## src/spq_pkg.sv

```systemverilog
`timescale 1ns / 1ps
// ----------------------------------------------------------------------------
// spq_pkg - shared types and constants for the sorted priority queue
// Holds the request codes, entry type and per-cell control bundle.
// ----------------------------------------------------------------------------
package spq_pkg;

    localparam int DEFAULT_DEPTH = 64;
    localparam int ACTION_W      = 2;
    localparam int VALUE_W       = 32;
    localparam int PRIO_W        = 16;
    localparam int COUNT_OUT_W   = 7;

    typedef enum logic [ACTION_W-1:0] {
        ACT_PUSH  = 2'd0,
        ACT_POP   = 2'd1,
        ACT_CLEAR = 2'd2
    } t_action;

    typedef struct packed {
        logic signed [VALUE_W-1:0] value;
        logic signed [PRIO_W-1:0]  prio;
    } t_entry;

    // broadcast to every cell in the cycle a request is taken
    typedef struct packed {
        logic   push;   // push that fits
        logic   pop;    // pop of a non-empty queue
        t_entry entry;  // entry carried by a push
    } t_cell_ctl;

endpackage

```

## src/spq_cell.sv

```systemverilog
`timescale 1ns / 1ps
// ----------------------------------------------------------------------------
// spq_cell - one slot of the shift-register priority queue
// Keeps its entry, takes the new one, its left or its right neighbor's entry.
// ----------------------------------------------------------------------------
module spq_cell (
    input  logic               i_clk,
    input  spq_pkg::t_cell_ctl i_ctl,
    input  logic               i_occ,      // slot holds a live entry
    input  logic               i_left_le,  // left slot stays on a push
    input  spq_pkg::t_entry    i_left,
    input  spq_pkg::t_entry    i_right,
    output spq_pkg::t_entry    o_entry,
    output logic               o_le
);
    import spq_pkg::*;

    t_entry r_entry;
    t_entry n_entry;

    // live entry ordered at or before the new key: it stays put
    assign o_le    = i_occ && (r_entry.prio <= i_ctl.entry.prio);
    assign o_entry = r_entry;

    always_comb begin
        n_entry = r_entry;
        if (i_ctl.push) begin
            if (!o_le) begin
                n_entry = i_left_le ? i_ctl.entry : i_left;
            end
        end else if (i_ctl.pop) begin
            n_entry = i_right;
        end
    end

    always_ff @(posedge i_clk) begin
        r_entry <= n_entry;
    end

endmodule

```

## config.mk

```make
export PLATFORM = sky130hd
export DESIGN_NAME = spq_cell
export DESIGN_NICKNAME = d
export VERILOG_FILES = /design/src/spq_pkg.sv /design/src/spq_cell.sv
export SDC_FILE = /design/constraint.sdc
export NUM_CORES = 1
export LEC_CHECK = 0
export BUFFER_PORTS_ARGS = -buffer_cell sky130_fd_sc_hd__buf_2
export CAP_MARGIN = 20
export CORE_MARGIN = 8
export CORE_UTILIZATION = 45
export DETAILED_ROUTE_END_ITERATION = 10
export PLACE_DENSITY = 0.95
export SLEW_MARGIN = 20
export SYNTH_ARGS = -nofsm -noshare
export SYNTH_HDL_FRONTEND = slang
export SYNTH_SLANG_ARGS = --single-unit
```

## constraint.sdc

```tcl
create_clock -name i_clk -period 6.8 [get_ports i_clk]
set_input_delay 0.34 -clock i_clk [delete_from_list [all_inputs] [get_ports i_clk]]
set_output_delay 0.34 -clock i_clk [all_outputs]
set_load 0.1 [all_outputs]
```

==> flow_summary_export.csv <==
group,metric,value,unit
status,status,"finished, final reports clean",
setup_path,critPathLaunchType,"register",
setup_path,worstPathRequired,6.46,ns
sta,fmax,0.3274,GHz
yosys,yosys_warnings,0,
finish,final_area,4018,µm²
yosys,ys_seq_area_share,49.83,%
sta,fin_crit,3.054,ns
yosys,synth_nets,442,
sta,relSlewSlack,42.60,%
routing,drtPass1Iterations,4,
floorplanning,fp-row-count,29,
finish,syn_to_final_growth,38.88,%
yosys,syn-cell-area,2893,µm²
sta,finalMaxSlewViolations,0,
cts,clockBufferDepth,2,
finish,drive_gt1_share,44.87,%
sta,setup_viol,0,
setup_path,path_class,"register to primary output",
placement,placed_area,3934,µm²
placement,io_buffers,197,
yosys,avgSynthCellArea,10.44,µm²
floorplanning,ioPinCount,198,
placement,dp_hpwl,7561,µm
cts,postCtsSetupRepairBufs,0,
global_route,antenna_found_initial,0,
cts,ctsHtreeMaxLevel,2,
setup_path,endpoint_kind,"primary output",
global_route,grt_pass1_vias,3036,
routing,initialDrtViolationCount,72,
routing,postRouteAntennaNets,0,
power,p_leak,2.047,nW
setup_path,critical-path-slowest-cell,"buf_2",
setup_path,critPathBufInv,1,
floorplanning,start_util,46.08,%
global_route,grt_max_degree,95,
global_route,grt_util_all_layers,19.15,%
floorplanning,die-area,9250,µm²
global_route,grt_pass1_wl,13820,µm
sta,worst_pin_slew,0.8611,ns
setup_path,critPathMaxStageDelay,0.43,ns
sta,fin_setup_tns,0,ns
power,power_density,249.8,nW/µm²
cts,cts_tree,"yes",
cts,clkTransAtPathRegs,0.09,ns
run,maxCapViolCount,0,
sta,finalHoldViolCount,0,
routing,totalWireLength,9221,µm
global_route,grt_overflow_total,0,
yosys,synth-seq-cells,48,
sta,grt_setup_unrepaired,"no",
finish,fillers,513,
finish,antenna_cells,0,
sta,period_share,44.92,%
cts,insertion_delay,0.30,ns
finish,largest_register_ffs,48,
setup_path,arrival,2.71,ns
worst_hold_path,hold_path_class,"primary input to register",
setup_path,cpLargestDelayFamily,"compound AO/OA/AOI/OAI gates",
floorplanning,core,6277,µm²
cts,cts_buffers,5,
cts,holdBufCountCts,0,
setup_path,path_max_fanout,4,
power,peakVddDrop,0.1467,mV
yosys,synth.distinct_cells,26,
floorplanning,die-height,96.18,µm
sta,clock_skew,0.009699,ns
routing,viasPerCell,5.084,
finish,fin_nets,632,
routing,via_count,2771,
routing,drc_errors,0,
cts,cts_sinks,48,
setup_path,path_cells,"ha_1 > nand4_2 > nor4_2 > o21ai_1 > a31oi_1 > o31a_1 > buf_2",
yosys,syn_inst,277,
sta,finalHoldWorstSlack,0.3599,ns
placement,gp_congestion,0.8115,
cts,clockRootBuffer,"clkbuf_8",
cts,cts.repair.resized,0,
floorplanning,die_x,96.18,µm
routing,wl_per_cell,16.92,µm
-- where the power goes --
| group | switching, W | leakage (nW) | internal [W] |
|---|---|---|---|
| clock network | 0.0000933 | 0.0388 | 0.0000715 |
| logic | 0.000358 | 1.53 | 0.0000974 |
| registers | 0.0000118 | 0.473 | 0.000372 |
-- synth_stat cells --
master    instances  share of area, %
a21oi_1          53               9.2
nor2_1           51               6.6
mux2i_1          49                17
edfxtp_1         48                50
inv_1            20               2.6
ha_1             16               6.9
clkbuf_1         10               1.3
nand2_1           5              0.65
buf_2             4              0.69
a21o_1            2              0.52
buf_1             2              0.26
nand3_1           2              0.35
nor3_1            2              0.35
a31oi_1           1              0.22
a41oi_1           1              0.30
and4_4            1              0.39
buf_4             1              0.26
nand2b_1          1              0.22
nand4_1           1              0.22
nand4_2           1              0.43
nor4_2            1              0.43
o21ai_0           1              0.17
o21ai_1           1              0.17
o31a_1            1              0.30
o31ai_2           1              0.43
or2b_1            1              0.26
-- placed cells by master, fill, tap and decap left out, types with 2 or more instances in the layout --
master,netlist,routed
edfxtp_1,48,48
a21oi_1,53,53
nor2_1,51,51
mux2i_1,49,49
clkbuf_8,0,5
nand3_1,2,2
buf_4,1,3
nor3_1,2,2
buf_2,4,197
ha_1,16,16
inv_1,20,20
a21o_1,2,2
nand2_1,5,5
-- cell families after synthesis --
group	count (synthesis)	share of synthesized area, %
and+or+nand+nor	66	9.905
AOI/OAI and AO/OA	61	11.29
adders and majority gates	16	6.920
muxes	49	16.96
buffers and inverters	37	5.104
DFF	48	49.83
-- through the flow --
step / std cells / setup slack [ns] / total power (W) / util [%]
5_1_grt: 545 / 3.635 / 0.001045 / 64.00
6_report: 545 / 3.746 / 0.001004 / 64.00
4_1_cts: 545 / 3.736 / 0.001012 / 64.00
2_1_floorplan: 277 / 2.176 / 0.0007402 / -
3_3_place_gp: 537 / 4.133 / 0.0008368 / 62.67
3_5_place_dp: 537 / 3.974 / 0.0008485 / 62.67
-- routing by layer --
layer | share of wire, % | track usage [%] | vias up
met5 | 0 | 0 | -
met2 | 54 | 36.21 | 114
li1 | - | - | 1371
met4 | 1.4 | 5.506 | 0
met1 | 35 | 19.23 | 1275
met3 | 10 | 6.552 | 11
-- area by class of cell --
class	count	area (µm²)	share of cell area (%)
Multi-Input combinational cell	192	1313	32.67
Inverter	20	75.07	1.869
Timing Repair Buffer	200	1008	25.10
Sequential cell	48	1441	35.88
Clock buffer	6	72.57	1.806
Tap cell	77	96.34	2.398
Clock inverter	2	11.26	0.2803
-- path summary, 6_finish.rpt --
kind | endpoint | cells after the start | from | slack, ns
max | o_le | 7 | o_entry[13]$_DFFE_PP_ | 3.75
min | o_entry[24]$_DFFE_PP_ | 3 | i_right[24] | 0.36
max reg2reg | o_entry[39]$_DFFE_PP_ | 7 | o_entry[13]$_DFFE_PP_ | 4.01
min reg2reg | o_entry[3]$_DFFE_PP_ | 7 | o_entry[1]$_DFFE_PP_ | 1.47
-- tightest hold or removal path, stage by stage --
cell     delay, ns
buf_2         0.07
nor2_1        0.03
a21oi_1       0.10
No activity file was read; power rests on OpenSTA's default activity.
